**src/rtl/srpg_pkg.sv**
```systemverilog
`timescale 1ns / 1ps

package srpg_pkg;

    localparam int POS_W   = 12;  // servo position
    localparam int TICK_W  = 16;  // elapsed / ramp length
    localparam int DLY_W   = 16;  // power-off delay register
    localparam int CD_W    = 17;  // power-off countdown
    localparam int LVL_W   = 7;   // requested level
    localparam int HELD_W  = 8;   // signed level reports
    localparam int SPAN_W  = 13;  // signed difference of two positions
    localparam int PROD_W  = 30;  // signed span times 17 bit factor
    localparam int NUM_W   = 28;  // dividend magnitude
    localparam int DEN_W   = 16;  // divisor
    localparam int DCNT_W  = 5;   // divider step count
    localparam int CFG_AW  = 2;
    localparam int CFG_DW  = 16;
    localparam int IN_TDATA_W  = 24;
    localparam int OUT_TDATA_W = 32;

    localparam logic [LVL_W-1:0]  FULL_LEVEL = 7'd100;
    localparam logic [TICK_W-1:0] PERCENT    = 16'd100;
    localparam logic [TICK_W-1:0] TICK_MAX   = 16'hFFFF;

    localparam logic [POS_W-1:0]  RST_CLOSED = 12'd1000;
    localparam logic [POS_W-1:0]  RST_OPEN   = 12'd1000;
    localparam logic [DLY_W-1:0]  RST_DELAY  = 16'd500;
    localparam logic [POS_W-1:0]  RST_CUR    = 12'd1;
    localparam logic [POS_W-1:0]  RST_TARGET = 12'd1000;
    localparam logic signed [HELD_W-1:0] LVL_UNKNOWN = -8'sd1;
    localparam logic signed [HELD_W-1:0] LVL_POS_MAX = 8'sd127;
    localparam logic signed [HELD_W-1:0] LVL_NEG_MAX = -8'sd128;

    localparam logic [CFG_AW-1:0] REG_CLOSED = 2'd0;
    localparam logic [CFG_AW-1:0] REG_OPEN   = 2'd1;
    localparam logic [CFG_AW-1:0] REG_DELAY  = 2'd2;

    typedef enum logic [2:0] {
        ST_IDLE,
        ST_MUL,
        ST_GO,
        ST_DIV,
        ST_EST,
        ST_DONE
    } t_state;

    typedef enum logic [1:0] {
        OP_TGT,
        OP_POS,
        OP_LVL
    } t_op;

    typedef struct packed {
        logic               start;
        logic [NUM_W-1:0]   num;
        logic [DEN_W-1:0]   den;
    } t_div_req;

    typedef struct packed {
        logic               done;
        logic [NUM_W-1:0]   quo;
        logic               rem_nz;
    } t_div_res;

endpackage

```
**src/rtl/srpg_div.sv**
```systemverilog
`timescale 1ns / 1ps

// Restoring unsigned divider, one quotient bit per cycle.
module srpg_div import srpg_pkg::*; (
    input  logic     i_clk,
    input  logic     i_rst_n,
    input  t_div_req i_req,
    output t_div_res o_res,
    output logic     o_busy
);

    logic                r_busy;
    logic                r_done;
    logic [DCNT_W-1:0]   r_cnt;
    logic [NUM_W-1:0]    r_quo;
    logic [DEN_W-1:0]    r_rem;
    logic [DEN_W-1:0]    r_den;

    logic [DEN_W:0]      w_sh;
    logic [DEN_W+1:0]    w_diff;
    logic                w_fits;

    assign w_sh   = {r_rem, r_quo[NUM_W-1]};
    assign w_diff = {1'b0, w_sh} - {2'b00, r_den};
    assign w_fits = ~w_diff[DEN_W+1];

    always_ff @(posedge i_clk) begin
        if (!i_rst_n) begin
            r_busy <= 1'b0;
            r_done <= 1'b0;
            r_cnt  <= '0;
        end else begin
            r_done <= 1'b0;
            if (i_req.start) begin
                r_busy <= 1'b1;
                r_cnt  <= DCNT_W'(NUM_W - 1);
            end else if (r_busy) begin
                r_cnt <= r_cnt - 1'b1;
                if (r_cnt == '0) begin
                    r_busy <= 1'b0;
                    r_done <= 1'b1;
                end
            end
        end
    end

    always_ff @(posedge i_clk) begin
        if (i_req.start) begin
            r_quo <= i_req.num;
            r_rem <= '0;
            r_den <= i_req.den;
        end else if (r_busy) begin
            r_rem <= w_fits ? w_diff[DEN_W-1:0] : w_sh[DEN_W-1:0];
            r_quo <= {r_quo[NUM_W-2:0], w_fits};
        end
    end

    assign o_res.done   = r_done;
    assign o_res.quo    = r_quo;
    assign o_res.rem_nz = |r_rem;
    assign o_busy       = r_busy;

endmodule

```
**src/rtl/servo_ramp_power_gate.sv**
```systemverilog
`timescale 1ns / 1ps

// Servo ramp with power timeout. Each input word is a 1 ms tick (tuser 0) or a
// set-level command (tuser 1) and yields exactly one output word with the state
// after it. One 28-step restoring divider, fed by a registered multiplier, does
// the target mapping, the ramp fraction and the level estimate in turn. An item
// makes zero, one or two passes through the multiplier and divider (the target
// mapping or the ramp step, then the level estimate); s_axis_tready is high only
// while the sequencer idles. A finished word waits in the output register while
// the next word is accepted. Configuration writes belong in idle time; new
// endpoints apply to the target from the next set-level command and to the level
// estimate from the next word.
module servo_ramp_power_gate import srpg_pkg::*; (
    input  logic                    i_clk,
    input  logic                    i_rst_n,
    input  logic                    i_cfg_we,
    input  logic [CFG_AW-1:0]       i_cfg_addr,
    input  logic [CFG_DW-1:0]       i_cfg_wdata,
    input  logic                    s_axis_tvalid,
    output logic                    s_axis_tready,
    input  logic [IN_TDATA_W-1:0]   s_axis_tdata,   // level[6:0], transition_ms[22:7]
    input  logic                    s_axis_tuser,   // func
    output logic                    m_axis_tvalid,
    input  logic                    m_axis_tready,
    output logic [OUT_TDATA_W-1:0]  m_axis_tdata    // position[11:0], power_on[12],
                                                    // moving[13], commanded_level[21:14],
                                                    // current_level[29:22]
);

    // configuration
    logic [POS_W-1:0]  r_closed, r_open;
    logic [DLY_W-1:0]  r_delay;

    // servo state
    logic [POS_W-1:0]  r_cur, n_cur;
    logic [POS_W-1:0]  r_origin, n_origin;
    logic [POS_W-1:0]  r_target, n_target;
    logic [TICK_W-1:0] r_elapsed, n_elapsed;
    logic [TICK_W-1:0] r_ramp, n_ramp;
    logic [CD_W-1:0]   r_countdown, n_countdown;
    logic              r_supply, n_supply;
    logic signed [HELD_W-1:0] r_held, n_held;

    // sequencer and datapath
    t_state            r_state, n_state;
    t_op               r_op, n_op;
    logic signed [SPAN_W-1:0] r_ma, n_ma;
    logic [TICK_W-1:0] r_mb, n_mb;
    logic signed [PROD_W-1:0] r_prod;
    logic [DEN_W-1:0]  r_den, n_den;
    logic              r_rsign, n_rsign;
    logic              r_neg, n_neg;
    logic signed [HELD_W-1:0] r_lvl, n_lvl;
    logic              r_out_valid;
    logic [OUT_TDATA_W-1:0] r_out_data;

    t_div_req          w_div_req;
    t_div_res          w_div_res;
    logic              w_div_busy;

    logic              w_accept;
    logic [LVL_W-1:0]  w_level;
    logic [TICK_W-1:0] w_transition;
    logic              w_same;
    logic              w_full;
    logic [TICK_W-1:0] w_elapsed_inc;
    logic              w_moving;
    logic              w_ramping;
    logic              w_countdown_nz;
    logic [SPAN_W-1:0] w_range;
    logic              w_range_nz;
    logic [PROD_W-1:0] w_prod_abs;
    logic [POS_W-1:0]  w_qf;
    logic [POS_W-1:0]  w_pos_new;
    logic signed [HELD_W-1:0] w_lvl_sat;
    logic              w_out_free;

    assign w_accept      = s_axis_tvalid & s_axis_tready;
    assign w_level       = s_axis_tdata[LVL_W-1:0];
    assign w_transition  = s_axis_tdata[LVL_W+TICK_W-1:LVL_W];
    assign w_same        = (r_held == $signed({1'b0, w_level}));
    assign w_full        = (w_level >= FULL_LEVEL);
    assign w_elapsed_inc = (r_elapsed < TICK_MAX) ? r_elapsed + 1'b1 : r_elapsed;
    assign w_moving      = (r_cur != r_target);
    assign w_ramping     = (r_ramp != '0) && (w_elapsed_inc < r_ramp);
    assign w_countdown_nz = (r_countdown != '0);
    assign w_range       = {1'b0, r_open} - {1'b0, r_closed};
    assign w_range_nz    = (r_open != r_closed);
    assign w_prod_abs    = r_prod[PROD_W-1] ? PROD_W'(-r_prod) : PROD_W'(r_prod);
    assign w_out_free    = !r_out_valid || m_axis_tready;

    // floor of the signed quotient, low bits only (positions wrap at 12 bits)
    assign w_qf = r_neg ? POS_W'(12'd0 - (w_div_res.quo[POS_W-1:0] + POS_W'(w_div_res.rem_nz)))
                        : w_div_res.quo[POS_W-1:0];
    assign w_pos_new = r_origin + w_qf;

    // truncated quotient saturated to a signed byte
    always_comb begin
        if (r_neg) begin
            w_lvl_sat = (w_div_res.quo > NUM_W'(128)) ? LVL_NEG_MAX
                                                      : $signed(8'd0 - w_div_res.quo[7:0]);
        end else begin
            w_lvl_sat = (w_div_res.quo > NUM_W'(127)) ? LVL_POS_MAX
                                                      : $signed(w_div_res.quo[7:0]);
        end
    end

    assign w_div_req.start = (r_state == ST_GO);
    assign w_div_req.num   = w_prod_abs[NUM_W-1:0];
    assign w_div_req.den   = r_den;

    srpg_div u_div (
        .i_clk   (i_clk),
        .i_rst_n (i_rst_n),
        .i_req   (w_div_req),
        .o_res   (w_div_res),
        .o_busy  (w_div_busy)
    );

    // next state
    always_comb begin
        n_state = r_state;
        unique case (r_state)
            ST_IDLE: begin
                if (w_accept) begin
                    if (s_axis_tuser) begin
                        n_state = (w_same || w_full) ? ST_EST : ST_MUL;
                    end else begin
                        n_state = (w_moving && w_ramping) ? ST_MUL : ST_EST;
                    end
                end
            end
            ST_MUL: n_state = ST_GO;
            ST_GO:  n_state = ST_DIV;
            ST_DIV: begin
                if (w_div_res.done) begin
                    n_state = (r_op == OP_LVL) ? ST_DONE : ST_EST;
                end
            end
            ST_EST:  n_state = (w_moving && w_range_nz) ? ST_MUL : ST_DONE;
            ST_DONE: n_state = w_out_free ? ST_IDLE : ST_DONE;
            default: n_state = ST_IDLE;
        endcase
    end

    // datapath updates
    always_comb begin
        n_cur       = r_cur;
        n_origin    = r_origin;
        n_target    = r_target;
        n_elapsed   = r_elapsed;
        n_ramp      = r_ramp;
        n_countdown = r_countdown;
        n_supply    = r_supply;
        n_held      = r_held;
        n_op        = r_op;
        n_ma        = r_ma;
        n_mb        = r_mb;
        n_den       = r_den;
        n_rsign     = r_rsign;
        n_neg       = r_neg;
        n_lvl       = r_lvl;
        unique case (r_state)
            ST_IDLE: begin
                if (w_accept) begin
                    if (s_axis_tuser) begin
                        if (!w_same) begin
                            n_held      = $signed({1'b0, w_level});
                            n_origin    = r_cur;
                            n_elapsed   = '0;
                            n_ramp      = w_transition;
                            n_countdown = '0;
                            if (w_full) begin
                                n_target = r_open;
                            end else begin
                                n_ma  = $signed(w_range);
                                n_mb  = TICK_W'(w_level);
                                n_den = PERCENT;
                                n_op  = OP_TGT;
                            end
                        end
                    end else begin
                        n_elapsed = w_elapsed_inc;
                        if (w_moving) begin
                            n_supply = 1'b1;
                            if (w_ramping) begin
                                n_ma  = $signed({1'b0, r_target} - {1'b0, r_origin});
                                n_mb  = w_elapsed_inc;
                                n_den = r_ramp;
                                n_op  = OP_POS;
                            end else begin
                                // arrival by jump
                                n_cur       = r_target;
                                n_elapsed   = '0;
                                n_ramp      = '0;
                                n_countdown = {1'b0, r_delay} + 1'b1;
                            end
                        end else if (w_countdown_nz) begin
                            n_countdown = r_countdown - 1'b1;
                            if (r_countdown == CD_W'(1)) begin
                                n_supply = 1'b0;
                            end
                        end
                    end
                end
            end
            ST_GO: begin
                n_neg = r_prod[PROD_W-1] ^ ((r_op == OP_LVL) && r_rsign);
            end
            ST_DIV: begin
                if (w_div_res.done) begin
                    unique case (r_op)
                        OP_TGT: n_target = r_closed + w_qf;
                        OP_POS: begin
                            n_cur = w_pos_new;
                            if (w_pos_new == r_target) begin
                                n_elapsed   = '0;
                                n_ramp      = '0;
                                n_countdown = {1'b0, r_delay} + 1'b1;
                            end
                        end
                        OP_LVL: n_lvl = w_lvl_sat;
                        default: n_lvl = r_lvl;
                    endcase
                end
            end
            ST_EST: begin
                if (w_moving && w_range_nz) begin
                    n_ma    = $signed({1'b0, r_cur} - {1'b0, r_closed});
                    n_mb    = PERCENT;
                    n_den   = DEN_W'(w_range[SPAN_W-1] ? SPAN_W'(-w_range) : w_range);
                    n_rsign = w_range[SPAN_W-1];
                    n_op    = OP_LVL;
                end else begin
                    n_lvl = r_held;
                end
            end
            ST_MUL, ST_DONE: begin
                n_lvl = r_lvl;
            end
            default: begin
                n_lvl = r_lvl;
            end
        endcase
    end

    always_ff @(posedge i_clk) begin
        if (!i_rst_n) begin
            r_closed    <= RST_CLOSED;
            r_open      <= RST_OPEN;
            r_delay     <= RST_DELAY;
        end else if (i_cfg_we) begin
            unique case (i_cfg_addr)
                REG_CLOSED: r_closed <= i_cfg_wdata[POS_W-1:0];
                REG_OPEN:   r_open   <= i_cfg_wdata[POS_W-1:0];
                REG_DELAY:  r_delay  <= i_cfg_wdata[DLY_W-1:0];
                default:    r_delay  <= r_delay;
            endcase
        end
    end

    always_ff @(posedge i_clk) begin
        if (!i_rst_n) begin
            r_state     <= ST_IDLE;
            r_cur       <= RST_CUR;
            r_origin    <= RST_CUR;
            r_target    <= RST_TARGET;
            r_elapsed   <= '0;
            r_ramp      <= '0;
            r_countdown <= '0;
            r_supply    <= 1'b0;
            r_held      <= LVL_UNKNOWN;
            r_out_valid <= 1'b0;
        end else begin
            r_state     <= n_state;
            r_cur       <= n_cur;
            r_origin    <= n_origin;
            r_target    <= n_target;
            r_elapsed   <= n_elapsed;
            r_ramp      <= n_ramp;
            r_countdown <= n_countdown;
            r_supply    <= n_supply;
            r_held      <= n_held;
            if (r_state == ST_DONE && w_out_free) begin
                r_out_valid <= 1'b1;
            end else if (m_axis_tready) begin
                r_out_valid <= 1'b0;
            end
        end
    end

    always_ff @(posedge i_clk) begin
        r_op    <= n_op;
        r_ma    <= n_ma;
        r_mb    <= n_mb;
        r_den   <= n_den;
        r_rsign <= n_rsign;
        r_neg   <= n_neg;
        r_lvl   <= n_lvl;
        if (r_state == ST_MUL) begin
            r_prod <= PROD_W'(r_ma * $signed({1'b0, r_mb}));
        end
        if (r_state == ST_DONE && w_out_free) begin
            r_out_data <= {2'b00, r_lvl, r_held, w_moving, r_supply, r_cur};
        end
    end

    assign s_axis_tready = (r_state == ST_IDLE);
    assign m_axis_tvalid = r_out_valid;
    assign m_axis_tdata  = r_out_data;

    a_idle_holds: assert property (@(posedge i_clk) disable iff (!i_rst_n)
        (r_state == ST_IDLE && !s_axis_tvalid) |=> (r_state == ST_IDLE))
        else $error("sequencer left idle without an input word");

    a_countdown_powered: assert property (@(posedge i_clk) disable iff (!i_rst_n)
        (r_countdown != '0) |-> r_supply)
        else $error("power-off pending while supply is already off");

    a_div_start_free: assert property (@(posedge i_clk) disable iff (!i_rst_n)
        w_div_req.start |-> !w_div_busy)
        else $error("divider restarted while busy");

    a_div_done_in_div: assert property (@(posedge i_clk) disable iff (!i_rst_n)
        w_div_res.done |-> (r_state == ST_DIV))
        else $error("divider result arrived outside the divide state");

endmodule
```
**config.mk**
```make
export PLATFORM = sky130hd
export DESIGN_NAME = servo_ramp_power_gate
export DESIGN_NICKNAME = d
export VERILOG_FILES = /design/src/rtl/srpg_pkg.sv /design/src/rtl/srpg_div.sv /design/src/rtl/servo_ramp_power_gate.sv
export SDC_FILE = /design/constraint.sdc
export NUM_CORES = 1
export LEC_CHECK = 0
export BUFFER_PORTS_ARGS = -buffer_cell sky130_fd_sc_hd__buf_2
export CAP_MARGIN = 20
export CORE_MARGIN = 2
export CORE_UTILIZATION = 45
export DETAILED_ROUTE_END_ITERATION = 8
export RECOVER_POWER = 50
export REMOVE_ABC_BUFFERS = 1
export SLEW_MARGIN = 20
export SYNTH_ARGS = -nofsm -noshare
export SYNTH_HDL_FRONTEND = slang
export SYNTH_SLANG_ARGS = --single-unit
```
**constraint.sdc**
```tcl
create_clock -name i_clk -period 11.75 [get_ports i_clk]
set_clock_uncertainty 0.1 [all_clocks]
set_input_delay 1.175 -clock i_clk [delete_from_list [all_inputs] [get_ports i_clk]]
set_output_delay 1.175 -clock i_clk [all_outputs]
set_load 0.05 [all_outputs]
```
==> flow_results.org, run 1 <==
** Run status
- Status :: finished with violations
- The checks that failed: max-capacitance violations, max-slew violations.

** Setup path
- The critical path goes through clkbuf_1 -> clkbuf_1 -> clkbuf_1 -> nand3_1 -> o21ai_0.
- The most critical setup path has its startpoint at i_rst_n.
- Maximum cell stage delay along the critical path :: 2.45 ns
- In this run the number of cells on the critical path is 5.
- The worst register-to-register path has a setup slack of 4.78 ns.
- The slowest stage of the critical path belongs to the cell clkbuf_1.
- CP bufs+invs :: 3
- Counting cells, the worst reg-to-reg path comes to 19.
- Cell with the most instances on the worst path :: clkbuf_1
- Capturing point of the worst reg2reg path :: r_prod[26]
- CP Class :: in2reg
- In this run the worst path has a maximum fanout of 79.
- STA classifies the critical path startpoint as an input pin.
- CP Capture Point :: r_countdown[8]
- Data on the critical path arrives at its endpoint at 7.80 ns.
- STA puts the critical path data required time at 12.12 ns.
- Cell family with most CP delay :: buffers and inverters
- CP endpoint kind :: flop
- In this run the critical register-to-register path is launched from r_mb[9].

** STA
- Counting I/O delays and the setup requirement, the final critical path takes 7.43 ns.
- Unrepaired setup endpoints after global routing :: no
- In the final timing run, aggregate negative setup slack is 0 ns.
- Relative slew slack :: -121%
- The final count of pins violating max slew was 402.
- Max Freq :: 135 MHz
- Setup violations remaining at the end of the flow were counted as 0.
- At the pin with the least slew margin, the transition time is 3.31 ns.
- Hold violation total from the final report :: 0
- Hold timing on the final database bottoms out at a slack of 0.315 ns.
- Period utilisation layout :: 63.3%

** Floorplanning
- Starting density of the core :: 45.4%
- I/O pin count :: 82
- The floorplan has 88 rows.
- In this run the vertical extent of the chip is 245 um.
- The die covers 0.0600 mm2.
- The floorplan step set the die width to 245 um.
- Core region area :: 0.0576 mm2

** Route
- Top Metal Used :: met5
- Wire segments on met3 add up to 4.05 mm in the final route.
- First drt pass iteration count :: 6
- Final routed DRC violation total :: 0
- Routed wire length on met2 :: 31.8 mm
- Number of vias in the routed layout :: 20500
- Vias/cell :: 5.56
- Final wirelength :: 70.2 mm
- Met1 wire length :: 32.5 mm
- 1st-iter DRT viols :: 1426
- Routed Antenna Nets :: 0
- After detailed routing, the average wire length per cell comes to 19.0 um.

** Synthesis
- In this run the mean area of a mapped cell was 9.09 um2.
- The synthesized design devotes to its leading area cell type 18.4% of total area.
- edfxtp_1 takes more of the synthesized area than any other cell.
- Number of register bits inferred by synthesis :: 321
- Unique masters post-synth :: 86
- Commonest cells in the synthesized netlist :: nand2_1 (438), inv_1 (274), ha_1 (225), dfxtp_1 (161)
- Synthesis Warnings :: 0
- Syn Inst Count :: 2874
- Among all flip-flop cells after synthesis, the most frequent one is dfxtp_1.
- Post-synthesis instance area :: 0.0261 mm2
- Asr flop ratio synth :: 0%
- Biggest area contributors in the synthesized netlist :: edfxtp_1 (18%), dfxtp_1 (12%), fa_1 (12%)
- EDFF count, synth :: 160
- Sequential-to-total area share from yosys stat :: 30.7%
- Cell with the most instances after synthesis :: nand2_1

** Layout
- Cells with a size suffix above 1 make up 4.96% of the layout.
- Layout Area Growth over Synthesis :: 8.34%
- After the last flow step, the layout net total stands at 3327.

** Clocking
- Clock insertion delay at the later pin of the skew report :: 0.57 ns
- No sink is reached through more buffers than the 3 on the longest clock path.
- The number of clock buffers added by TritonCTS is 38.
- Cell at the root of the clock tree :: clkbuf_16
- H-tree levels :: 2
- Clock tree from TritonCTS :: done
- Count of cells resized by post-cts repair :: 0
- Clock-pin slew was measured on the worst setup and hold paths at 0.06 ns.
- Post-CTS Hold Buffers :: 0
- Number of buffers inserted by post-CTS setup repair :: 0
- Sinks on the clock net :: 321

** GRT
- Global routing used 23.6% of the available tracks across all layers.
- The via count of the first global-routing pass is 20400.
- First-pass GRT wire length :: 111 mm
- After global routing the overflow that remains totals 0.
- Maximum number of pins on one net before global-route repair :: 80
- The initial antenna violation count is 3.

** Run
- Across the run, the number of max-cap violations was 9.

** Placed design
- DP HPWL :: 53.9 mm
- Routability-driven placement finished with a final weighted congestion of 0.932.
- The count of buffers added on input and output ports is 78.

** Min path
- Class of the most critical hold timing path :: reg2reg
==> logic make-up (layout without fill, tap and decap cells) <==
family	count (synthesis)	after routing	synth area share [%]
DFF	321	321	30.7
other	1	3	0.0143
AOI/OAI and AO/OA	549	549	13.6
muxes	78	78	3.04
adders and majority gates	385	385	23.0
xor gates and xnor gates	185	185	6.36
buffers and inverters	397	445	5.83
and+or+nand+nor	958	958	17.4
==> worst min-delay path by stage <==
stage | slack (ns) | from | to | cells past startpoint
floorplan | 0.30 | r_lvl[0] | m_axis_tdata[22] | 0
global placement | 0.31 | r_lvl[4] | m_axis_tdata[26] | 0
detailed placement | 0.31 | r_den[8] | u_div.r_den[8] | 0
CTS | 0.31 | r_lvl[0] | m_axis_tdata[22] | 0
global route | 0.32 | r_den[0] | u_div.r_den[0] | 0
finish | 0.32 | r_lvl[0] | m_axis_tdata[22] | 0
==> metal layers <==
layer / track usage, % / up-vias
li1: - / 9894
met5: 0 / -
met1: 32.8 / 9974
met4: 6.44 / 4
met3: 3.71 / 105
met2: 38.1 / 527
==> layout make-up <==
class | count | area (um2)
Multi-Input combinational cell | 2157 | 16600
Fill cell | 5457 | 29300
Timing Repair Buffer | 100 | 474
Inverter | 276 | 1040
Antenna cell | 1 | 2.50
Tap cell | 765 | 957
Clock inverter | 18 | 195
Sequential cell | 321 | 8030
Clock buffer | 51 | 1010
==> sequential cells by signal (all words and copies together), names as in the netlist, 8 cells and up <==
register,count
r_ma,13
r_elapsed,16
r_lvl,8
r_closed,12
r_held,8
r_open,12
r_target,12
u_div.r_rem,16
u_div.r_quo,28
r_delay,16
r_ramp,16
r_mb,16
u_div.r_den,16
r_cur,12
r_origin,12
r_den,16
r_countdown,17
m_axis_tdata,30
r_prod,29
==> cell usage in the layout, fill, tap and decap left out, types with 45 or more instances in the layout <==
master and n:
edfxtp_1 160, inv_1 274, dfxtp_1 161, xor2_1 74
ha_1 225, clkbuf_1 55, nor3_1 45, fa_1 160
nor2b_1 48, nand2_1 438, o21ai_0 152, nand3_1 52
mux2i_1 71, a21oi_1 115, xnor2_1 108, and2_1 89
nor2_1 127, buf_2 46
==> worst reg2reg max path: cells and delay by family, from the launching register on <==
family | cells | cell delay, ns
XOR/XNOR | 1 | 0.28
flip-flops | 1 | 0.65
AO/OA/AOI/OAI | 7 | 1.90
buffers and inverters | 2 | 0.10
adder cells (fa/ha/maj) | 7 | 3.33
AND/OR/NAND/NOR | 2 | 0.38
==> stage by stage <==
step           util, %  setup slack [ns]  cell area, um2  cells
3_3_place_gp      47.2              4.71           27200   3618
5_1_grt           49.2              3.72           28300   3688
6_report          49.2              4.32           28300   3689
4_1_cts           49.3              4.78           28400   3687
2_1_floorplan        -              5.86           25700   2754
3_5_place_dp      47.2              4.79           27200   3618
Power of run 1 is left out: the tool's default activity adds up to more than one toggle a clock period on the data nets, which glitch-free logic cannot reach.
==> inputs of run 2 (changes only) <==
clock period = 6.65 ns   (was 11.75 ns; I/O delays follow)
==> flow_results.org, run 2 (synthesis results as in run 1) <==
** STA
- Static timing analysis puts the maximum clock frequency at 157 MHz.
- The tightest slew margin relative to the limit is -88.4% (was -121%).
- Unrepaired setup endpoints after global routing: no (unchanged).
- The transition time at the pin with the least slew margin came to 2.83 ns (was 3.31 ns).
- Total setup violations reported at the end of the flow :: 0 (unchanged)
- The final count of pins violating max slew is 263 (was 402).
- The smallest clock period supported by the final layout is computed as 6.39 ns.
- Period utilisation layout :: 96.0%
- The number of hold-slack violations in the final timing report is 0 (unchanged).
- The final-layout setup total negative slack was 0 ns (unchanged).

** Floorplanning
- The floorplan die area was 0.0600 mm2 (unchanged).
- The number of primary I/O pins was 82 (unchanged).
- Core region area :: 0.0576 mm2 (unchanged)
- Core Rows :: 88 (unchanged)
- The die outline height was 245 um (unchanged).
- Die X :: 245 um (unchanged)
- Starting density of the core :: 45.4% (unchanged)

** Clocking
- Maximum clock path buffer count :: 3 (unchanged)
- Cell at the root of the clock tree :: clkbuf_16 (unchanged)
- The later-pin clock latency in the skew report came to 0.59 ns (was 0.57 ns).
- The number of clock sinks seen by CTS is 321 (unchanged).
- Clock tree from TritonCTS :: done (unchanged)
- Clock slew at reported path FFs :: 0.06 ns (about the same)
- The maximum level of the CTS H-tree came to 2 (unchanged).
- Clock buffer count from CTS :: 40 (was 38)

** Setup path
- Nature of the critical path startpoint :: flop (was input pin)
- The startpoint of the worst register-to-register path is u_div.r_rem[15] (was r_mb[9]).
- The worst setup path category is reg2reg (was in2reg).
- The required time at the worst-slack endpoint was 7.05 ns (was 12.12 ns).
- Worst-case register-to-register setup slack :: 0.26 ns (was 4.78 ns)
- The capturing element type of the critical path is a flop (unchanged).
- Crit path launch :: u_div.r_rem[15] (was i_rst_n)
- The arrival time at the worst endpoint came to 6.78 ns (was 7.80 ns).
- Depth of the most critical reg-to-reg path :: 24 (was 19)
- The worst-path maximum fanout is 11 (was 79).
- Capturing point of the worst reg2reg path :: r_countdown[16] (was r_prod[26])

** Layout
- Leading cell types in the layout, fill and taps excluded: nand2_1 (438), inv_1 (274), ha_1 (225) (unchanged).
- Area of all placed cells without fillers :: 0.0288 mm2 (was 0.0283 mm2)
- Flip-flop count of the largest register after layout :: 30 (unchanged)
- Fin nets :: 3365 (was 3327)
- The count of fill cells added during filler insertion came to 5427 (was 5457).
- The number of inserted diodes is 0 (was 1).
- Share of final-layout standard cells stronger than drive strength 1 :: 6.65% (was 4.96%)
- The most common library cell in the layout ignoring fill and taps is nand2_1 (unchanged).
- The synthesis-to-layout area growth is 10.2% (was 8.34%).
- Area occupied by multi-input gates :: 0.0166 mm2 (about the same)
- The final core area utilization was 50.0% (was 49.2%).
- The register cell area after layout is 0.00803 mm2 (unchanged).

** Placed design
- Routability congestion estimate :: 0.902 (was 0.932)
- The cell area reported after detailed placement came to 0.0274 mm2 (was 0.0272 mm2).
- Input/output buffers :: 78 (unchanged)
- The half-perimeter wire length of the detailed placement result came to 54.7 mm (was 53.9 mm).

** GRT
- The global-route usage over all layers is 23.4% (was 23.6%).
- The met2 track demand over resource in global routing was 38.2% (was 38.1%).
- First-pass GRT wire length :: 111 mm (about the same)
- Maximum number of pins on one net before global-route repair :: 74 (was 80)
- Met1 track demand over resource in global routing :: 33.0% (was 32.8%)
- The remaining global-route overflow came to 0 (unchanged).
- The via count of the first global-routing pass was 20200 (was 20400).
- Fraction of met3 tracks used by global routing :: 3.12% (was 3.71%)
- The initial antenna violation count is 0 (was 3).
- Layer carrying the most global-route usage :: met2 (unchanged)

** Run status
- Violated checks :: max-capacitance violations, max-slew violations (unchanged)
- Status: finished with violations (unchanged).

** Min path
- The worst hold path stage count is 3 (was 0).
- End of the worst hold path :: r_ramp[11] (was m_axis_tdata[22])
- Class of the most critical hold timing path :: in2reg (was reg2reg)
- The beginning of the worst hold path was s_axis_tdata[18] (was r_lvl[0]).

** Route
- The number of vias after detailed routing was 20600 (was 20500).
- 1st-iter DRT viols :: 1557 (was 1426)
- Wire per inst :: 18.8 um (was 19.0 um)
- The detailed-route DRC error count is 0 (unchanged).
- Vias/cell :: 5.53 (was 5.56)
- The post-route antenna net violation count came to 0 (unchanged).
- The detailed-routing iteration count for the pre-antenna-repair pass was 8 (was 6).
- Final wirelength :: 70.0 mm (was 70.2 mm)

** Run
- The number of max-cap violations came to 8 (was 9).
## run 2: timing repair
item | CTS | global route
endpoints found under the setup margin | 0 | 40
setup buffers | 0 | 5
hold buffers | 0 | 0
resized for setup | 0 | 3
## run 2: cell type report
class	instances	area share [%]
clock buffer	52	3.84
clock inverter	22	0.965
inverter	276	3.60
multi-input combinational	2157	57.7
sequential	321	27.9
tap	765	3.32
timing repair buffer	136	2.68
## run 2: critical path: stages, from the launching register on
cell,delay [ns]
dfxtp_1,0.41
nor4_1,0.08
and4_2,0.30
ha_1,0.22
ha_1,0.20
a211oi_1,0.33
o21bai_1,0.11
a21oi_1,0.25
o21bai_1,0.10
a21o_1,0.21
a21oi_1,0.15
o21bai_1,0.09
xnor2_1,0.13
mux2i_1,0.41
ha_1,0.40
xnor2_1,0.35
nor2_1,0.13
a2111oi_2,0.39
nand4_1,0.17
nor4b_2,0.34
o2111ai_1,0.29
o31a_2,0.49
nor2_1,0.16
buf_4,0.24
mux2i_1,0.23
## run 2: per-stage QoR
stage / cells / hold WS [ns] / setup slack (ns)
after floorplan: 2754 / 0.300 / 0.759
after global placement: 3649 / 0.303 / 0.326
after detailed placement: 3649 / 0.305 / 0.255
after CTS: 3723 / 0.185 / 0.213
after global routing: 3729 / 0.201 / 0.00455
final: 3729 / 0.211 / 0.265
## run 2: metal layers
metal / vias to the layer above / routed length [um] / share of wire [%]
li1: 9978 / - / -
met1: 9957 / 32500 / 46
met2: 592 / 31800 / 45
met3: 104 / 4230 / 6.0
met4: 0 / 1470 / 2.1
met5: - / 0 / 0
## run 2: worst max-delay path by stage
stage,slack (ns),end,cells after the start
2_1_floorplan,0.76,r_prod[26],19
3_3_place_gp,0.33,r_prod[26],21
3_5_place_dp,0.25,r_prod[26],21
4_1_cts,0.21,r_prod[26],21
5_1_grt,0.005,r_prod[29],22
6_report,0.26,r_countdown[16],24
Power of run 2 is left out for the same reason.
